File: src/hdl/lbm_pkg.sv
`default_nettype none
package lbm_pkg;

   localparam int LABEL_BITS     = 16;
   localparam int VALUE_BITS     = 16;
   localparam int MAX_SLICES     = 256;
   localparam int Z_BITS         = $clog2(MAX_SLICES + 1);
   localparam int DEF_MAX_WIDTH  = 128;
   localparam int DEF_MAX_HEIGHT = 128;

   localparam int CSR_INDEX_BITS = 3;
   localparam int CSR_DATA_BITS  = 16;

   localparam int FRAME_WIDTH_RESET  = 128;
   localparam int FRAME_HEIGHT_RESET = 128;
   localparam int SLICE_COUNT_RESET  = 1;
   localparam int BORDER_VALUE_RESET = 65535;

   typedef enum logic [CSR_INDEX_BITS-1:0] {
      CSR_FRAME_WIDTH,
      CSR_FRAME_HEIGHT,
      CSR_SLICE_COUNT,
      CSR_VOLUME_MODE,
      CSR_MARK_MARGINS,
      CSR_BORDER_VALUE
   } csr_index_type;

   typedef enum logic {
      CMD_PIXEL,
      CMD_FLUSH
   } cmd_type;

   typedef struct packed {
      cmd_type               cmd;
      logic [LABEL_BITS-1:0] label_value;
      logic [VALUE_BITS-1:0] pixel_value;
   } req_type;

   typedef struct packed {
      logic [VALUE_BITS-1:0] out_value;
      logic                  is_border;
      logic                  frame_last;
   } rsp_type;

   // per-word control from the sequencer to the window
   typedef struct packed {
      logic shift;
      logic emit;
      logic left_ok;
      logic right_ok;
      logic up_ok;
      logic down_ok;
      logic back_ok;
      logic front_ok;
      logic edge_hit;
      logic last;
   } ctl_type;

   function automatic int unsigned clamp_u(input int unsigned v, input int unsigned hi);
      int unsigned r;
      if (v < 1) r = 1;
      else if (v > hi) r = hi;
      else r = v;
      return r;
   endfunction

endpackage
`default_nettype wire

File: src/hdl/lbm_ctrl.sv
`default_nettype none
module lbm_ctrl
   import lbm_pkg::*;
#(
   parameter int MAX_WIDTH  = DEF_MAX_WIDTH,
   parameter int MAX_HEIGHT = DEF_MAX_HEIGHT,
   localparam int W_BITS  = $clog2(MAX_WIDTH + 1),
   localparam int H_BITS  = $clog2(MAX_HEIGHT + 1),
   localparam int WH_BITS = $clog2(MAX_WIDTH * MAX_HEIGHT + 1)
) (
   input  wire logic               clock,
   input  wire logic               reset,
   input  wire logic               accept,
   input  wire cmd_type            cmd,
   input  wire logic [W_BITS-1:0]  w,
   input  wire logic [H_BITS-1:0]  h,
   input  wire logic [Z_BITS-1:0]  zs,
   input  wire logic               vol,
   input  wire logic [WH_BITS-1:0] d,
   output ctl_type                 ctl
);

   logic [W_BITS-1:0]  ix_ff, ix_in, ox_ff, ox_in;
   logic [H_BITS-1:0]  iy_ff, iy_in, oy_ff, oy_in;
   logic [Z_BITS-1:0]  iz_ff, iz_in, oz_ff, oz_in;
   logic [WH_BITS-1:0] lag_ff, lag_in;
   logic               full, store, emit, last;
   logic               z_first, z_final;

   always_comb begin
      full  = (iz_ff >= zs);
      store = accept && (cmd == CMD_PIXEL) && !full;
      // words pending between input and output; a pixel releases one once
      // the whole neighbourhood is in, a flush only after the frame is full
      emit  = accept && (store ? (lag_ff >= d) : full);

      ix_in  = ix_ff;
      iy_in  = iy_ff;
      iz_in  = iz_ff;
      ox_in  = ox_ff;
      oy_in  = oy_ff;
      oz_in  = oz_ff;
      lag_in = lag_ff;

      if (store) begin
         ix_in = ix_ff + 1'b1;
         if (ix_in >= w) begin
            ix_in = '0;
            iy_in = iy_ff + 1'b1;
         end
         if (iy_in >= h) begin
            iy_in = '0;
            iz_in = iz_ff + 1'b1;
         end
      end

      if (emit) begin
         ox_in = ox_ff + 1'b1;
         if (ox_in >= w) begin
            ox_in = '0;
            oy_in = oy_ff + 1'b1;
         end
         if (oy_in >= h) begin
            oy_in = '0;
            oz_in = oz_ff + 1'b1;
         end
      end
      last = emit && (oz_in >= zs);

      if (store && !emit) lag_in = lag_ff + 1'b1;
      else if (!store && emit) lag_in = lag_ff - 1'b1;

      if (last) begin
         ix_in  = '0;
         iy_in  = '0;
         iz_in  = '0;
         ox_in  = '0;
         oy_in  = '0;
         oz_in  = '0;
         lag_in = '0;
      end
   end

   always_ff @(posedge clock) begin
      if (reset) begin
         ix_ff  <= '0;
         iy_ff  <= '0;
         iz_ff  <= '0;
         ox_ff  <= '0;
         oy_ff  <= '0;
         oz_ff  <= '0;
         lag_ff <= '0;
      end else begin
         ix_ff  <= ix_in;
         iy_ff  <= iy_in;
         iz_ff  <= iz_in;
         ox_ff  <= ox_in;
         oy_ff  <= oy_in;
         oz_ff  <= oz_in;
         lag_ff <= lag_in;
      end
   end

   always_comb begin
      z_first      = (oz_ff == '0);
      z_final      = !((oz_ff + 1'b1) < zs);
      ctl.shift    = store || emit;
      ctl.emit     = emit;
      ctl.left_ok  = (ox_ff != '0);
      ctl.right_ok = ((ox_ff + 1'b1) < w);
      ctl.up_ok    = (oy_ff != '0);
      ctl.down_ok  = ((oy_ff + 1'b1) < h);
      ctl.back_ok  = vol && !z_first;
      ctl.front_ok = vol && !z_final;
      ctl.edge_hit = !ctl.left_ok || !ctl.right_ok || !ctl.up_ok || !ctl.down_ok
                     || (vol && (z_first || z_final));
      ctl.last     = last;
   end

endmodule
`default_nettype wire

File: config.mk
export PLATFORM = sky130hd
export DESIGN_NAME = lbm_ctrl
export DESIGN_NICKNAME = d
export VERILOG_FILES = /design/src/hdl/lbm_pkg.sv /design/src/hdl/lbm_ctrl.sv
export SDC_FILE = /design/constraint.sdc
export NUM_CORES = 1
export LEC_CHECK = 0
export BUFFER_PORTS_ARGS = -buffer_cell sky130_fd_sc_hd__buf_2
export CAP_MARGIN = 25
export CORE_MARGIN = 4
export CORE_UTILIZATION = 45
export CTS_CLUSTER_DIAMETER = 150
export CTS_CLUSTER_SIZE = 30
export DETAILED_ROUTE_END_ITERATION = 10
export PLACE_DENSITY_LB_ADDON = 0.15
export REMOVE_ABC_BUFFERS = 1
export SYNTH_ARGS = -nofsm -noshare
export SYNTH_HDL_FRONTEND = slang
export SYNTH_SLANG_ARGS = --single-unit
File: constraint.sdc
create_clock -name clock -period 9 [get_ports clock]
set_clock_uncertainty 0.15 [all_clocks]
set_input_delay 1.8 -clock clock [delete_from_list [all_inputs] [get_ports clock]]
set_output_delay 1.8 -clock clock [all_outputs]
set_load 0.05 [all_outputs]
Word-level counts from Yosys, hierarchy flattened. Index checks and enable logic that the tools add are counted.

Magnitude comparators: 10. Muxes and demuxes: 13. $add $sub $neg: 8. Reduce and logical (&&, ||, !) cells: 30. Bitwise operators: 1.

Operators by type and width (count): 8-bit two-way mux (8); 8-bit by 1-bit adder with 8-bit output, second input constant (4); 8-bit greater-or-equal comparator (4); 15-bit two-way mux (2); 9-bit by 1-bit adder with 9-bit output, second input constant (2); 9-bit greater-or-equal comparator (2); 9-bit two-way mux (2); 8-bit less-than comparator (2); 8-bit nonzero test (2); 15-bit by 1-bit adder with 15-bit output, second input constant (1); 15-bit greater-or-equal comparator (1); 15-bit by 1-bit subtractor with 15-bit output, second input constant (1); 1-bit logical AND (9); 1-bit logical NOT (9); 9-bit logical NOT (1); 9-bit less-than comparator (1); 1-bit logical OR (6); 2-bit AND reduction (1); 2-bit nonzero test (1); 2-bit OR reduction (1); 1-bit two-way mux (1); 1-bit NOT (1).

Register bits: 65. Bits of input ports: 45. Word-level logic and storage cells: 69. Output and inout bits: 10.

Longest topological paths before layout. Gate-level depths: netlist (run 1).

Depth after elaboration: 12. Depth in mapped cells: 29. Mapped depth without buffers: 25.

Worst setup path before layout (run 1). Ideal clock, no wire load.

Kind: input to output. Start: in w[1]. End: out ctl[0] (netlist bit). Data required time: 7.050 ns. Path buffers: 3. Stages on the path: 24. Arrival time: 5.963 ns. Slack: 1.087 ns. Path through: inv_1 -> ha_1 -> nor2b_1 -> o211ai_1 -> a21oi_1 -> or2_2 -> clkbuf_1 -> o21ai_0 -> ha_1 -> nand2_1 -> o21ai_0 -> a41oi_1 -> a21oi_1 -> o211ai_1 -> buf_2 -> o21a_1 -> or2_2 -> ha_1 -> a21oi_1 -> a21oi_1 -> o211ai_1 -> nand2_1 -> nor2b_1 -> buf_4.

Longest elaborated chain between the ends: 8.

Ends and longest elaborated chain: from (decl) (line lbm_ctrl.sv:15) `input wire logic [W_BITS-1:0] w,`; 8-bit greater-or-equal comparator (line lbm_ctrl.sv:59) `if (ox_in >= w) begin`; 8-bit two-way mux (line lbm_ctrl.sv:59); 8-bit two-way mux (line lbm_ctrl.sv:57) `if (emit) begin`; 8-bit greater-or-equal comparator (line lbm_ctrl.sv:63) `if (oy_in >= h) begin`; 9-bit two-way mux (line lbm_ctrl.sv:63); 9-bit two-way mux (line lbm_ctrl.sv:57); 9-bit greater-or-equal comparator (line lbm_ctrl.sv:68) `last = emit && (oz_in >= zs);`; 1-bit logical AND (line lbm_ctrl.sv:68); to (decl) (line lbm_ctrl.sv:20) `output ctl_type ctl`.

Every way passes these cells. The select of a mux whose other input is x is not followed.

==> summary.md, run 1 <==
| Metric | Value |
|---|---|
| VDD IR max | 0.000104 V |
| Post-synth EDFFs | 0 |
| Final WL | 14,500 um |
| Clock latency on the worst-skew pair | roughly 0.34 ns |
| Reg2Reg Depth | 27 |
| Period utilisation layout | between 90 and 100% |
| Drt drc | 0 |
| Fillers | 1,262 |
| NetSw | between 0.3 and 0.4 mW |
| Hold Buf Count CTS | 0 |
| Kind of critical path | input pin to primary output |
| Worst Path Max Fanout | 12 |
| CTS Buffer Depth | 2 |
| Seq/Total Area, Yosys | about 22% |
| Max_cap viols | 0 |
| CP Capture Point | ctl[0] |
| Slew Limit Fails | 0 |
| Top-count cell post-synth | ha_1 |
| Top cells by count, synth | ha_1, dfxtp_1, a21oi_1 |
| Final setup TNS | 0 ns |
| Leak Pwr | 3.12 nW |
| DPL Wire Length | ~11,000 um |
| Status | finished, final reports clean |
| #FFs+latches synth | 65 |
| Htree depth | 3 |
| Startpoint types | input pin |
| PD cells | ~150 mW/mm2 |
| CP required | between 7 and 8 ns |
| CTS buffer count | 9 |
| CTS resizes | 0 |
| Seq pwr share | approximately 33% |
| Sw Share | between 30% and 40% |
| Clock power share | a little over a third |
| WL/cell | approximately 15 um |
| RSZ-0062 raised after global routing | false |
| Most used flip-flop cell after synthesis | dfxtp_1 |
| Drt via density | ~5.5 |
| Remaining antenna violation count | 0 |
| R2R Setup Slk | about 2.2 ns |
| Layout net count | 945 |
| PortBufs | 54 |
| Hold slack final | between 0.3 and 0.4 ns |
| Worst R2R End | lag_ff[2] |
| Largest net degree at the start of global routing | 42 |
| Clock root buffer | clkbuf_16 |
| Antenna violations before repair | 0 |
| Die W | between 100 and 150 um |
| Int Pwr | about 0.66 mW |
| First-pass GRT wire length | between 20,000 and 25,000 um |
| Critical path startpoint | w[7] |
| Post-Syn Instances | about 750 |
| Core footprint | ~0.013 mm2 |
| YS warnings | 0 |
| Top-area cell type share of the netlist area | ~22% |
| DR vias | 5,385 |
| CTS tree | built |
| Initial Util | between 40 and 50% |
| I/O Pins | 55 |
| Final worst path period need | about 8.3 ns |
| Clock sinks | between 60 and 70 |
| DRT Pass-1 Iters | 5 |
| Rows | 41 |
| Die footprint | 0.0152 mm2 |
| Endpoints failing setup | 0 |
| Reg2reg start | ox_ff[2] |
| Slew @ Worst Pin | between 1 and 1.5 ns |
| Worst hold start | oy_ff[1] |
| Synth top area cells | dfxtp_1, ha_1, xnor2_1 |
| Netlist cell types | 60 |
| Ant diodes | 0 |
| Gr ovfl total | 0 |
| Crit path DAT | roughly 6.3 ns |
| Vias in the first global route | slightly above 5,000 |
| Peak Freq | about 120 MHz |
| Gp weighted congestion | about 0.85 |
| Layout cells sized above 1 | around an eighth |
| Comb power frac | 31.3% |
| Worst-path clk slew | roughly 0.050 ns |
| DRT iter0 DRCs | 340 |
| Crit. End Element | primary output |
| Asr flop ratio synth | 0% |
| Avg Cell Area, Syn | ~8 um2 |
| Worst hold-check path type | register to register |
| All-Layer GR Usage | between 20% and 30% |
| Final hold viol count | 0 |
| Die height | between 100 and 150 um |
| Total setup buffers inserted after CTS | 0 |
| Post-synthesis cell area | 0.00598 mm2 |
| Rel. slew slack | 33.3% |
| Cell taking the most area after synthesis | dfxtp_1 |
| Layout area overhead | 12.0% |
cell families after synthesis:
logic type                 synth area share, %
AOI/OAI and AO/OA                         17.6
xor gates and xnor gates                  8.65
adders and majority gates                 22.1
buffers and inverters                     5.59
DFF                                       21.8
muxes                                     2.05
and+or+nand+nor                           22.2
power by group through the flow:
stage / Sequential [mW] / Combinational, mW / Clock (mW)
after floorplan: 0.325 / 0.238 / 0
after global placement: 0.331 / 0.297 / 0
after detailed placement: 0.332 / 0.306 / 0
after CTS: 0.326 / 0.309 / 0.356
after global routing: 0.328 / 0.352 / 0.370
final: 0.325 / 0.307 / 0.348
worst min path at each step:
stage | endpoint | slack [ns] | depth (start not counted)
final | oy_ff[1] | 0.34 | 2
after global routing | oy_ff[1] | 0.37 | 2
after CTS | oy_ff[1] | 0.34 | 2
after detailed placement | oy_ff[1] | 0.33 | 2
after global placement | oy_ff[1] | 0.33 | 2
after floorplan | ox_ff[1] | 0.31 | 2
routing by layer:
| metal | part of all wire (%) | global-route usage [%] |
|---|---|---|
| met1 | 49 | 27.7 |
| met2 | 46 | 33.0 |
| met3 | 4.5 | 4.03 |
| met4 | 0.98 | 3.67 |
| met5 | 0 | 0 |
per-stage QoR:
| step | setup slack (ns) | cell area [um2] | instances | power, mW | utilization (%) |
|---|---|---|---|---|---|
| 6_report | 0.708 | 6690 | 972 | 0.981 | 52.2 |
| 5_1_grt | 0.215 | 6690 | 972 | 1.05 | 52.2 |
| 4_1_cts | 0.527 | 6690 | 971 | 0.991 | 52.1 |
| 3_5_place_dp | 0.555 | 6390 | 955 | 0.638 | 49.8 |
| 3_3_place_gp | 0.661 | 6390 | 955 | 0.628 | 49.8 |
| 2_1_floorplan | 0.830 | 5860 | 723 | 0.563 | - |
layout by cell type (no fill, tap or decap), drive strengths merged, types with 3 or more instances in the layout:
cell	count
nand2b	6
o21ba	3
a21o	5
nor2	60
o211ai	5
ha	104
inv	57
nand3b	7
a21oi	61
dfxtp	65
nor3	16
nand2	52
or4	6
xor2	22
nor4	3
mux2i	10
nand4	21
or2	7
o21ai	39
or3	13
a22oi	6
nor4b	4
nand3	27
a31oi	8
and3	12
clkbuf	14
a211o	4
a41oi	4
o21a	9
a211oi	7
o21bai	6
nor2b	12
xnor2	37
and2	6
buf	61
flip-flops by register name, summed over array words and instances, names as in the netlist:
register  count
ix_ff         8
iy_ff         8
iz_ff         9
lag_ff       15
ox_ff         8
oy_ff         8
oz_ff         9
final cells by class:
cell class              count  area, um2  area share (%)
flip-flops and latches     65       1300            19.4
well taps                 172        215            3.22
repair buffers             61        323            4.82
clock inverters             2       10.0           0.150
inverters                  57        214            3.20
clock buffers              14        284            4.24
multi-input cells         601       4350            64.9
critical path, cell delays in order:
cell,delay [ns]
buf_2,0.08
inv_1,0.05
ha_1,0.33
a21oi_1,0.16
o21ai_0,0.12
o21bai_1,0.28
nor2_1,0.40
xnor2_1,0.14
ha_1,0.29
nor2b_1,0.04
o21ai_0,0.17
a41oi_1,0.16
a21oi_1,0.25
o211ai_1,0.12
buf_4,0.20
o21a_1,0.19
or2_2,0.29
ha_1,0.29
nand3_1,0.08
a21oi_1,0.17
o211ai_1,0.14
nand2_1,0.11
nor2b_1,0.17
buf_2,0.28
No activity file was read; power rests on OpenSTA's default activity.
==> run 2, diff against run 1 <==
Settings changed: CTS_CLUSTER_SIZE 30 to 14.
Clock period 9 ns to 7.4 ns, I/O delays scaled along.
==> run 2 against run 1 <==
Effect of this change:
- core utilization up 1.7 points
- clock-buffer cell count down 5
- first-iteration DRC count down 24%
- via count up 1.2%
- flip-flop and latch count unchanged
- non-clock buffer count up 9
- critical endpoint unchanged
==> summary.md, run 2 (synthesized netlist as in run 1, its figures left out) <==
| Metric | Value |
|---|---|
| Die height | 123 um (unchanged) |
| CTS Buffer Depth | 2 (unchanged) |
| Drt drc | 0 (unchanged) |
| DRT Pass-1 Iters | 5 (unchanged) |
| Rel. slew slack | 38.5% (was 33.3%) |
| Most common cell after layout, fill and taps aside | ha_1 (unchanged) |
| Status | finished, final reports clean (unchanged) |
| DR vias | 5,451 (was 5,385) |
| Largest register FFs | 15 (unchanged) |
| PortBufs | 54 (unchanged) |
| Worst hold-check path type | register to register (unchanged) |
| Hold EP | ox_ff[0] (was oy_ff[1]) |
| Endpoints failing setup | 0 (unchanged) |
| Gr ovfl total | 0 (unchanged) |
| Reg2reg start | ox_ff[2] (unchanged) |
| Clock sinks | 65 (unchanged) |
| Hold Buf Count CTS | 0 (unchanged) |
| Fillers | 1,242 (was 1,262) |
| Final hold viol count | 0 (unchanged) |
| Remaining antenna violation count | 0 (unchanged) |
| Gp weighted congestion | 0.845 (was 0.846) |
| PD cells | 179 mW/mm2 (was 147 mW/mm2) |
| I/O Pins | 55 (unchanged) |
| All-Layer GR Usage | 20.1% (about the same) |
| Max incr delay on CP | 0.34 ns (was 0.40 ns) |
| WL/cell | 15.0 um (was 14.9 um) |
| Initial Util | 46.6% (unchanged) |
| Die footprint | 0.0152 mm2 (unchanged) |
| Clock latency on the worst-skew pair | 0.34 ns (about the same) |
| Htree depth | 3 (unchanged) |
| Clock root buffer | clkbuf_16 (unchanged) |
| VDD IR max | 0.000143 V (was 0.000104 V) |
| Drt via density | 5.56 (was 5.54) |
| Antenna violations before repair | 0 (unchanged) |
| CTS buffer count | 9 (unchanged) |
| DPL Wire Length | 11,300 um (was 11,200 um) |
| Ant diodes | 0 (unchanged) |
| Worst hold start | ox_ff[0] (was oy_ff[1]) |
| Final worst path period need | 7.16 ns |
| CP required | 5.77 ns (was 7.05 ns) |
| Final WL | 14,800 um (was 14,500 um) |
| Slew Limit Fails | 0 (unchanged) |
| Layout area overhead | 15.7% (was 12.0%) |
| Vias in the first global route | 5,285 (was 5,167) |
| Worst R2R End | lag_ff[12] (was lag_ff[2]) |
| Worst-path clk slew | 0.06 ns (was 0.05 ns) |
| Regs by FF count | lag_ff x15, iz_ff x9, oz_ff x9 (unchanged) |
| Highest-count cells in the layout ignoring fill and taps | ha_1, dfxtp_1, nor2_1, a21oi_1, inv_1 (was ha_1, dfxtp_1, a21oi_1, nor2_1, inv_1) |
| Worst Path Max Fanout | 6 (was 12) |
| Reg with most FFs | lag_ff (unchanged) |
| Crit-path slowest cell | ha_1 (was nor2_1) |
| Startpoint types | input pin (unchanged) |
| Rows | 41 (unchanged) |
| Slew @ Worst Pin | 0.923 ns (was 1.00 ns) |
| Final core area utilization | 53.9% (was 52.2%) |
| Crit. End Element | primary output (unchanged) |
| Max_cap viols | 0 (unchanged) |
| Layout cells sized above 1 | 15.2% (was 11.6%) |
| Final setup TNS | 0 ns (unchanged) |
| Core footprint | 0.0128 mm2 (unchanged) |
| Crit path DAT | 5.53 ns (was 6.34 ns) |
| Hold path depth | 2 (unchanged) |
| R2R Setup Slk | 1.05 ns (was 2.18 ns) |
| Reg2Reg Depth | 29 (was 27) |
| Leak Pwr | 3.21 nW (was 3.12 nW) |
| First-pass GRT wire length | 24,500 um (was 24,600 um) |
| DRT iter0 DRCs | 257 (was 340) |
| Largest net degree at the start of global routing | 43 (was 42) |
| Crit path buf inv count | 6 (was 4) |
| Period utilisation layout | 96.7% |
| Peak Freq | between 100 and 150 MHz |
| Kind of critical path | input pin to primary output (unchanged) |
| Crit path max-delay family | compound AO/OA/AOI/OAI gates (unchanged) |
| CTS tree | built (unchanged) |
| Die W | 123 um (unchanged) |
| Layout net count | 954 (was 945) |
## run 2: final cells by class
cell class | instances | area, um2 | share of cell area [%]
Inverter | 57 | 214 | 3.09
Timing Repair Buffer | 70 | 404 | 5.84
Clock buffer | 9 | 225 | 3.26
Tap cell | 172 | 215 | 3.11
Sequential cell | 65 | 1300 | 18.9
Clock inverter | 7 | 95.1 | 1.38
Multi-Input combinational cell | 601 | 4460 | 64.5
## run 2: how the worst max path moves through the flow
stage               startpoint      to  slack (ns)  cells after the start
finish                    w[1]  ctl[0]        0.24                     26
global route              w[1]  ctl[0]       -0.03                     25
CTS                   ox_ff[2]  ctl[0]        0.01                     26
detailed placement        w[7]  ctl[0]       0.006                     24
global placement          w[1]  ctl[0]        0.12                     24
floorplan                 w[7]  ctl[0]       -0.13                     21
## run 2: per-layer routing
metal	track usage, %	vias to the layer above	part of all wire, %
met1	25.7	2543	47
met4	4.57	0	0.95
met5	0	-	0
met2	34.6	95	48
li1	-	2802	-
met3	4.39	11	3.9
## run 2: report_power, final
| group | total [mW] | switching, mW | internal [mW] |
|---|---|---|---|
| sequential | 0.395 | 0.0224 | 0.373 |
| clock | 0.467 | 0.172 | 0.295 |
| combinational | 0.376 | 0.211 | 0.165 |
## run 2: timing repair
item,4_1_cts,5_1_grt
pin swaps,0,10
resized for setup,2,35
hold endpoints to repair,0,0
setup buffers,0,5
endpoints found under the setup margin,1,1
## run 2: worst min-delay path: stages, from the launching register on
cell and delay, ns:
dfxtp_2 0.34, nand2_1 0.06, a21oi_1 0.05
## run 2: stage by stage
stage	total power [mW]	cell area [um2]	setup slack [ns]	hold WS (ns)	std cells
2_1_floorplan	0.685	5860	-0.130	0.307	723
3_3_place_gp	0.762	6430	0.119	0.323	960
3_5_place_dp	0.775	6430	0.00575	0.330	960
4_1_cts	1.25	6760	0.00965	0.339	976
5_1_grt	1.32	6920	-0.0317	0.373	981
6_report	1.24	6920	0.244	0.344	981
